File: src/rtl/core/srde_pkg.sv
// Shared types and constants for the sample record delta encoder.
package srde_pkg;

   localparam logic [1:0] KIND_LATER = 2'd0;
   localparam logic [1:0] KIND_FIRST = 2'd1;
   localparam logic [1:0] KIND_EMPTY = 2'd2;

   typedef enum logic [1:0] {
      MARK_NONE     = 2'd0,
      MARK_SAME     = 2'd1,
      MARK_EXPLICIT = 2'd2
   } mark_type;

   typedef struct packed {
      logic        is_empty;
      logic        is_first;
      mark_type    mark;
      logic [63:0] zz_ref;
      logic [63:0] zz_ts;
      logic [63:0] zz_st;
      logic [63:0] value;
   } job_type;

   function automatic logic [63:0] zigzag(input logic [63:0] v);
      zigzag = {v[62:0], 1'b0} ^ {64{v[63]}};
   endfunction

endpackage

File: src/rtl/core/srde_serial.sv
// Byte sequencer: walks the fields of one encoded sample and drives the result register.
module srde_serial (
   input  logic                clock,
   input  logic                reset,
   input  logic [7:0]          type_code,
   input  logic                job_valid,
   input  srde_pkg::job_type   job,
   output logic                job_ready,
   output logic                rsp_valid,
   input  logic                rsp_ready,
   output logic [7:0]          rsp_out_byte,
   output logic                rsp_last_byte
);

   typedef enum logic [2:0] {
      SEG_TYPE,
      SEG_REF,
      SEG_TS,
      SEG_MARK,
      SEG_ST,
      SEG_VALUE
   } seg_type;

   seg_type           seg_ff, seg_in;
   logic              busy_ff, busy_in;
   logic [2:0]        cnt_ff, cnt_in;
   logic              empty_ff, empty_in;
   logic              first_ff, first_in;
   srde_pkg::mark_type mark_ff, mark_in;
   logic [63:0]       ref_ff, ref_in;
   logic [63:0]       ts_ff, ts_in;
   logic [63:0]       st_ff, st_in;
   logic [63:0]       value_ff, value_in;
   logic              rsp_valid_ff, rsp_valid_in;
   logic [7:0]        rsp_byte_ff, rsp_byte_in;
   logic              rsp_last_ff, rsp_last_in;

   logic              adv;
   logic              more;
   logic [7:0]        byte_out;
   logic              byte_last;
   logic              seg_done;
   seg_type           seg_next;

   assign adv = busy_ff && (!rsp_valid_ff || rsp_ready);

   always_comb begin
      more      = 1'b0;
      byte_out  = 8'd0;
      byte_last = 1'b0;
      seg_done  = 1'b1;
      seg_next  = SEG_VALUE;
      unique case (seg_ff)
         SEG_TYPE: begin
            byte_out  = type_code;
            byte_last = empty_ff;
            seg_next  = SEG_REF;
         end
         SEG_REF: begin
            more     = |ref_ff[63:7];
            byte_out = {more, ref_ff[6:0]};
            seg_done = !more;
            seg_next = SEG_TS;
         end
         SEG_TS: begin
            more     = |ts_ff[63:7];
            byte_out = {more, ts_ff[6:0]};
            seg_done = !more;
            seg_next = first_ff ? SEG_ST : SEG_MARK;
         end
         SEG_MARK: begin
            byte_out = {6'd0, mark_ff};
            seg_next = (mark_ff == srde_pkg::MARK_EXPLICIT) ? SEG_ST : SEG_VALUE;
         end
         SEG_ST: begin
            more     = |st_ff[63:7];
            byte_out = {more, st_ff[6:0]};
            seg_done = !more;
            seg_next = SEG_VALUE;
         end
         SEG_VALUE: begin
            byte_out  = value_ff[63:56];
            byte_last = (cnt_ff == 3'd7);
            seg_done  = byte_last;
         end
         default: begin
            byte_last = 1'b1;
         end
      endcase
   end

   assign job_ready = !busy_ff || (adv && byte_last);

   always_comb begin
      seg_in       = seg_ff;
      busy_in      = busy_ff;
      cnt_in       = cnt_ff;
      empty_in     = empty_ff;
      first_in     = first_ff;
      mark_in      = mark_ff;
      ref_in       = ref_ff;
      ts_in        = ts_ff;
      st_in        = st_ff;
      value_in     = value_ff;
      rsp_valid_in = rsp_valid_ff;
      rsp_byte_in  = rsp_byte_ff;
      rsp_last_in  = rsp_last_ff;

      if (rsp_valid_ff && rsp_ready) begin
         rsp_valid_in = 1'b0;
      end

      if (adv) begin
         rsp_valid_in = 1'b1;
         rsp_byte_in  = byte_out;
         rsp_last_in  = byte_last;
         if (byte_last) begin
            busy_in = 1'b0;
         end else if (seg_done) begin
            seg_in = seg_next;
            cnt_in = 3'd0;
         end else begin
            unique case (seg_ff)
               SEG_REF:   ref_in   = {7'd0, ref_ff[63:7]};
               SEG_TS:    ts_in    = {7'd0, ts_ff[63:7]};
               SEG_ST:    st_in    = {7'd0, st_ff[63:7]};
               SEG_VALUE: begin
                  value_in = {value_ff[55:0], 8'd0};
                  cnt_in   = cnt_ff + 3'd1;
               end
               default: cnt_in = cnt_ff;
            endcase
         end
      end

      if (job_valid && job_ready) begin
         busy_in  = 1'b1;
         seg_in   = (job.is_first || job.is_empty) ? SEG_TYPE : SEG_REF;
         cnt_in   = 3'd0;
         empty_in = job.is_empty;
         first_in = job.is_first;
         mark_in  = job.mark;
         ref_in   = job.zz_ref;
         ts_in    = job.zz_ts;
         st_in    = job.zz_st;
         value_in = job.value;
      end
   end

   always_ff @(posedge clock) begin
      if (reset) begin
         busy_ff      <= 1'b0;
         rsp_valid_ff <= 1'b0;
         seg_ff       <= SEG_TYPE;
         cnt_ff       <= 3'd0;
      end else begin
         busy_ff      <= busy_in;
         rsp_valid_ff <= rsp_valid_in;
         seg_ff       <= seg_in;
         cnt_ff       <= cnt_in;
      end
      empty_ff    <= empty_in;
      first_ff    <= first_in;
      mark_ff     <= mark_in;
      ref_ff      <= ref_in;
      ts_ff       <= ts_in;
      st_ff       <= st_in;
      value_ff    <= value_in;
      rsp_byte_ff <= rsp_byte_in;
      rsp_last_ff <= rsp_last_in;
   end

   assign rsp_valid     = rsp_valid_ff;
   assign rsp_out_byte  = rsp_byte_ff;
   assign rsp_last_byte = rsp_last_ff;

endmodule

File: src/rtl/core/sample_record_delta_encoder.sv
// Top level of the sample record delta encoder: delta state, field encoding, byte output.
//
// Takes one sample per request on req_* and returns the bytes of its record on
// rsp_*, one byte per response, with rsp_last_byte high on the final byte.
// First samples emit the type byte and zigzag varints of reference, timestamp
// and start time, then the value big-endian; later samples emit deltas and a
// start-time marker; empty records emit the type byte alone. Kind 3 is
// accepted and dropped. csr_write_* sets the type byte; write it only while idle.
// An accepted request is registered in the sequencer, and each of its bytes then passes
// through the single output register to rsp_*. The sequencer emits one byte per cycle
// while the receiver takes them, and a record is 1 to 39 bytes. The next request is
// accepted in the cycle the current one's last byte enters the output register.
// A stalled receiver holds the output register and the sequencer; req_ready
// then stays low while a request is in progress. Reset clears the delta state, the
// type byte, the sequencer's busy flag and the response valid flag.
module sample_record_delta_encoder (
   input  logic               clock,
   input  logic               reset,
   input  logic               csr_write_en,
   input  logic [7:0]         csr_write_data,
   input  logic               req_valid,
   output logic               req_ready,
   input  logic [1:0]         req_kind,
   input  logic [63:0]        req_series_ref,
   input  logic signed [63:0] req_timestamp,
   input  logic signed [63:0] req_start_time,
   input  logic [63:0]        req_value_bits,
   output logic               rsp_valid,
   input  logic               rsp_ready,
   output logic [7:0]         rsp_out_byte,
   output logic               rsp_last_byte
);

   logic [7:0]  type_code_ff, type_code_in;
   logic [63:0] first_ts_ff, first_ts_in;
   logic [63:0] first_st_ff, first_st_in;
   logic [63:0] prev_ref_ff, prev_ref_in;
   logic [63:0] prev_st_ff, prev_st_in;

   logic              accept;
   logic              is_first;
   logic              is_later;
   logic              is_empty;
   logic [63:0]       ts_u;
   logic [63:0]       st_u;
   logic [63:0]       ref_val;
   logic [63:0]       ts_val;
   logic [63:0]       st_val;
   srde_pkg::job_type job;
   logic              job_ready;

   assign accept   = req_valid && req_ready;
   assign is_first = (req_kind == srde_pkg::KIND_FIRST);
   assign is_later = (req_kind == srde_pkg::KIND_LATER);
   assign is_empty = (req_kind == srde_pkg::KIND_EMPTY);
   assign ts_u     = $unsigned(req_timestamp);
   assign st_u     = $unsigned(req_start_time);

   assign ref_val = is_first ? req_series_ref : req_series_ref - prev_ref_ff;
   assign ts_val  = is_first ? ts_u : ts_u - first_ts_ff;
   assign st_val  = is_first ? st_u : st_u - first_st_ff;

   always_comb begin
      job.is_empty = is_empty;
      job.is_first = is_first;
      priority if (st_u == 64'd0) begin
         job.mark = srde_pkg::MARK_NONE;
      end else if (st_u == prev_st_ff) begin
         job.mark = srde_pkg::MARK_SAME;
      end else begin
         job.mark = srde_pkg::MARK_EXPLICIT;
      end
      job.zz_ref = srde_pkg::zigzag(ref_val);
      job.zz_ts  = srde_pkg::zigzag(ts_val);
      job.zz_st  = srde_pkg::zigzag(st_val);
      job.value  = req_value_bits;
   end

   always_comb begin
      type_code_in = csr_write_en ? csr_write_data : type_code_ff;
      first_ts_in  = first_ts_ff;
      first_st_in  = first_st_ff;
      prev_ref_in  = prev_ref_ff;
      prev_st_in   = prev_st_ff;
      if (accept && (is_first || is_later)) begin
         prev_ref_in = req_series_ref;
         prev_st_in  = st_u;
         if (is_first) begin
            first_ts_in = ts_u;
            first_st_in = st_u;
         end
      end
   end

   always_ff @(posedge clock) begin
      if (reset) begin
         type_code_ff <= 8'd0;
         first_ts_ff  <= 64'd0;
         first_st_ff  <= 64'd0;
         prev_ref_ff  <= 64'd0;
         prev_st_ff   <= 64'd0;
      end else begin
         type_code_ff <= type_code_in;
         first_ts_ff  <= first_ts_in;
         first_st_ff  <= first_st_in;
         prev_ref_ff  <= prev_ref_in;
         prev_st_ff   <= prev_st_in;
      end
   end

   assign req_ready = job_ready;

   srde_serial u_serial (
      .clock         (clock),
      .reset         (reset),
      .type_code     (type_code_ff),
      .job_valid     (req_valid && (is_first || is_later || is_empty)),
      .job           (job),
      .job_ready     (job_ready),
      .rsp_valid     (rsp_valid),
      .rsp_ready     (rsp_ready),
      .rsp_out_byte  (rsp_out_byte),
      .rsp_last_byte (rsp_last_byte)
   );

endmodule

File: config.mk
export PLATFORM = sky130hd
export DESIGN_NAME = sample_record_delta_encoder
export DESIGN_NICKNAME = d
export VERILOG_FILES = /design/src/rtl/core/srde_pkg.sv /design/src/rtl/core/srde_serial.sv /design/src/rtl/core/sample_record_delta_encoder.sv
export SDC_FILE = /design/constraint.sdc
export NUM_CORES = 2
export LEC_CHECK = 0
export ABC_AREA = 1
export BUFFER_PORTS_ARGS = -buffer_cell sky130_fd_sc_hd__buf_4
export CORE_MARGIN = 4
export CORE_UTILIZATION = 41
export CTS_CLUSTER_DIAMETER = 50
export DETAILED_ROUTE_END_ITERATION = 12
export PLACE_DENSITY_LB_ADDON = 0.2
export SLEW_MARGIN = 25
export SYNTH_ARGS = -nofsm -noshare
export SYNTH_HDL_FRONTEND = slang
export SYNTH_HIERARCHICAL = 1
export SYNTH_SLANG_ARGS = --single-unit
File: constraint.sdc
create_clock -name clock -period 12.7 [get_ports clock]
set_clock_uncertainty 0.05 [all_clocks]
set_input_delay 1.905 -clock clock [delete_from_list [all_inputs] [get_ports clock]]
set_output_delay 1.905 -clock clock [all_outputs]
set_load 0.005 [all_outputs]
==> results.json <==
{
  "status": "completed",
  "cts_buffer_depth": 3,
  "htreeDepth": 3,
  "coreArea_um2": 113000,
  "clk_latency_ns": 0.68,
  "layout.nets": 8592,
  "maxCapViolations": 0,
  "antenna_found_initial": 6,
  "ys_ff_latch": 541,
  "combPwrFrac": 0.310,
  "synth_top_cell_area_share": 0.265,
  "cts_resized": 0,
  "cp_common_cell": "nand2_1",
  "switchingPower_mw": 2.41,
  "synth_edf_count": 269,
  "synth_seq_area_share": 0.289,
  "critPathRequiredTime_ns": 13.07,
  "maxSlewViolCount": 0,
  "fillers": 12252,
  "io_pins": 282,
  "routed_wl_um": 169000,
  "vias": 48769,
  "portBuffers": 281,
  "ys_types": 49,
  "async_flop_share": 0,
  "cp-start-kind": "primary input",
  "hold_viol": 0,
  "cts_root_buf": "clkbuf_16",
  "critical-path-top-delay-family": "simple AND/OR/NAND/NOR gates",
  "crit_path_top_delay_cell": "nand2_2",
  "die_area_um2": 119000,
  "placed_cell_area_um2": 49700,
  "vias_per_cell": 5.03,
  "worstHoldPathType": "register to register",
  "die_x_um": 346,
  "fp-row-count": 123,
  "total_power_mw": 6.59,
  "drtIter0Drc": 4033,
  "max_freq_mhz": 183,
  "final_cell_area_um2": 52700,
  "crit_buf_inv": 3,
  "grt_max_degree": 123,
  "post-route-util": 0.467,
  "dpl.cell_count": 9539,
  "syn_to_final_growth_pct": 12.8,
  "cp_max_fo": 42,
  "cts_setup_buffers": 0,
  "post-route-min-period_ns": 5.48,
  "clkTransAtPathRegs_ns": 0.06,
  "worst-setup-path-type": "primary input to register",
  "seqPwrFrac": 0.317,
  "numCtsBuffers": 86,
  "crit_path_cell_trace": "buf_4 -> ha_1 -> nand2_1 -> nor3_1 -> nand2_1 -> nor4_2 -> nand2_2 -> nand3_2 -> nand3_4 -> nand2_2 -> buf_4 -> inv_2 -> nand2_1 -> nand2_1 -> nand2_1 -> nand2_1",
  "syn_inst": 7972,
  "gr-total-overflow": 0,
  "power_leakage_nw": 28.1,
  "fin_cells": 9705,
  "synth_top_flop_cell": "dfxtp_1",
  "finalSetupViolations": 0,
  "rsz0062_at_grt": "false",
  "power.density_nw_per_um2": 125,
  "worst_pin_slew_ns": 1.02,
  "numClockSinks": 541,
  "synth_warnings": 6,
  "switching_share": 0.365,
  "internal-power_mw": 4.19,
  "syn-cell-area_um2": 46700,
  "final_cell_mix": "3295 x nand2_1, 1333 x inv_1, 545 x nor2_1",
  "worstPathArrival_ns": 5.85,
  "drtAntennaViolNets": 0,
  "slew-limit-headroom": 0.317,
  "end_kind": "register",
  "drc_errors": 0,
  "cts_tree": "built",
  "cp_slowest_stage_delay_ns": 0.87,
  "post-synth-top-area-cell": "nand2_1",
  "dpl.hpwl_um": 133000,
  "die_h_um": 346,
  "ir_drop_v": 0.0000966,
  "grt_usage": 0.273,
  "hold_buffers": 0,
  "gp_congestion": 1.00,
  "period_share": 0.431,
  "detail_route.first_pass.iterations": 9,
  "pwr-share-clk": 0.373,
  "final_common_cell": "nand2_1",
  "grt_pass1_vias": 45367,
  "wire_per_inst_um": 17.5,
  "grt_pass1_wl_um": 259000,
  "final_layout_size_suffix_gt1_frac": 0.0813,
  "synth_area_leaders": "nand2_1 26%, edfxtp_1 17%, dfxtp_1 12%, inv_1 11%, ha_1 5.1%",
  "fin_tns_setup_ns": 0,
  "start_util": 0.414,
  "syn_area_per_cell_um2": 5.86,
  "synth_nets": 8437
}
-- through the flow --
step                hold WS, ns  worst slack, ns
CTS                       0.410             7.25
global route              0.419             6.84
detailed placement        0.401             6.54
floorplan                 0.383             4.92
global placement          0.394             6.56
finish                    0.405             7.22
-- power groups by stage --
stage / registers [mW] / logic, mW / clock network, mW
4_1_cts: 2.09 / 2.03 / 2.51
3_3_place_gp: 2.12 / 2.00 / 0
2_1_floorplan: 2.11 / 1.42 / 0
5_1_grt: 2.10 / 2.31 / 2.59
3_5_place_dp: 2.12 / 2.02 / 0
6_report: 2.09 / 2.04 / 2.46
-- worst register-to-register path, delay by kind of cell, from the launching register on --
| kind | cells | cell delay (ns) |
|---|---|---|
| buffers and inverters | 4 | 2.44 |
| AND/OR/NAND/NOR | 7 | 1.24 |
| flip-flops | 1 | 0.51 |
| AO/OA/AOI/OAI | 1 | 0.12 |
-- state kept, by name (all words and copies together), names as in the netlist, 8 cells and up --
| register | cells |
|---|---|
| first_st_ff | 64 |
| first_ts_ff | 64 |
| prev_ref_ff | 64 |
| prev_st_ff | 64 |
| type_code_ff | 8 |
| u_serial/ref_ff | 64 |
| u_serial/rsp_out_byte | 8 |
| u_serial/st_ff | 64 |
| u_serial/ts_ff | 64 |
| u_serial/value_ff | 64 |
-- synth_stat cells, types with 3 or more instances --
library cell,n
o21ai_0,405
ha_1,191
and2_1,5
nor2_4,4
nand2_4,6
a22o_1,5
clkinv_1,4
buf_1,13
edfxtp_1,269
nor3_1,40
nand4_1,60
inv_1,1335
nand3_1,458
o21bai_1,26
or2_2,104
nand3_4,3
a22oi_1,4
xor2_1,34
xnor2_1,28
o21ai_2,10
nor4_1,25
a211oi_1,4
dfxtp_1,272
nor2_2,19
clkbuf_1,130
nand2_2,38
buf_2,54
a21boi_0,3
nor2_1,546
a31oi_1,4
nand2_1,3296
a21oi_1,458
buf_6,40
o31ai_1,3
nand3_2,3
nand3b_1,37
fa_1,3
inv_2,19
-- layout make-up --
cell class | count | area [um2] | area share
antenna | 4 | 10.0 | 0.000190
clock inverter | 45 | 563 | 0.0107
clock buffer | 117 | 2420 | 0.0459
timing repair buffer | 308 | 2320 | 0.0439
sequential | 541 | 13500 | 0.256
multi-input combinational | 5831 | 26900 | 0.510
tap | 1500 | 1880 | 0.0356
inverter | 1359 | 5120 | 0.0972
-- cells by family after synthesis --
logic type / after synthesis / share of synthesized area
buffers and inverters: 1600 / 0.137
AOI/OAI and AO/OA: 928 / 0.103
DFF: 541 / 0.289
and+or+nand+nor: 4647 / 0.406
xor gates and xnor gates: 62 / 0.0116
adders and majority gates: 194 / 0.0524
-- routing by layer --
layer,GRT usage,up-vias,part of all wire
met3,0.0314,294,0.059
met4,0.107,2,0.040
li1,-,25009,-
met1,0.357,22080,0.44
met5,0,-,0.000077
met2,0.462,1384,0.46
-- path summary, 6_finish.rpt --
check                                   startpoint                   to  slack [ns]  cells after the start
worst max register to register  u_serial/seg_ff[2]  u_serial/ref_ff[12]        8.20                     12
worst min register to register     prev_ref_ff[37]      prev_ref_ff[37]        0.41                      2
worst max-delay path            req_start_time[60]   u_serial/st_ff[33]        7.22                     16
worst min-delay path               prev_ref_ff[37]      prev_ref_ff[37]        0.41                      2
No activity file was read; power rests on OpenSTA's default activity.
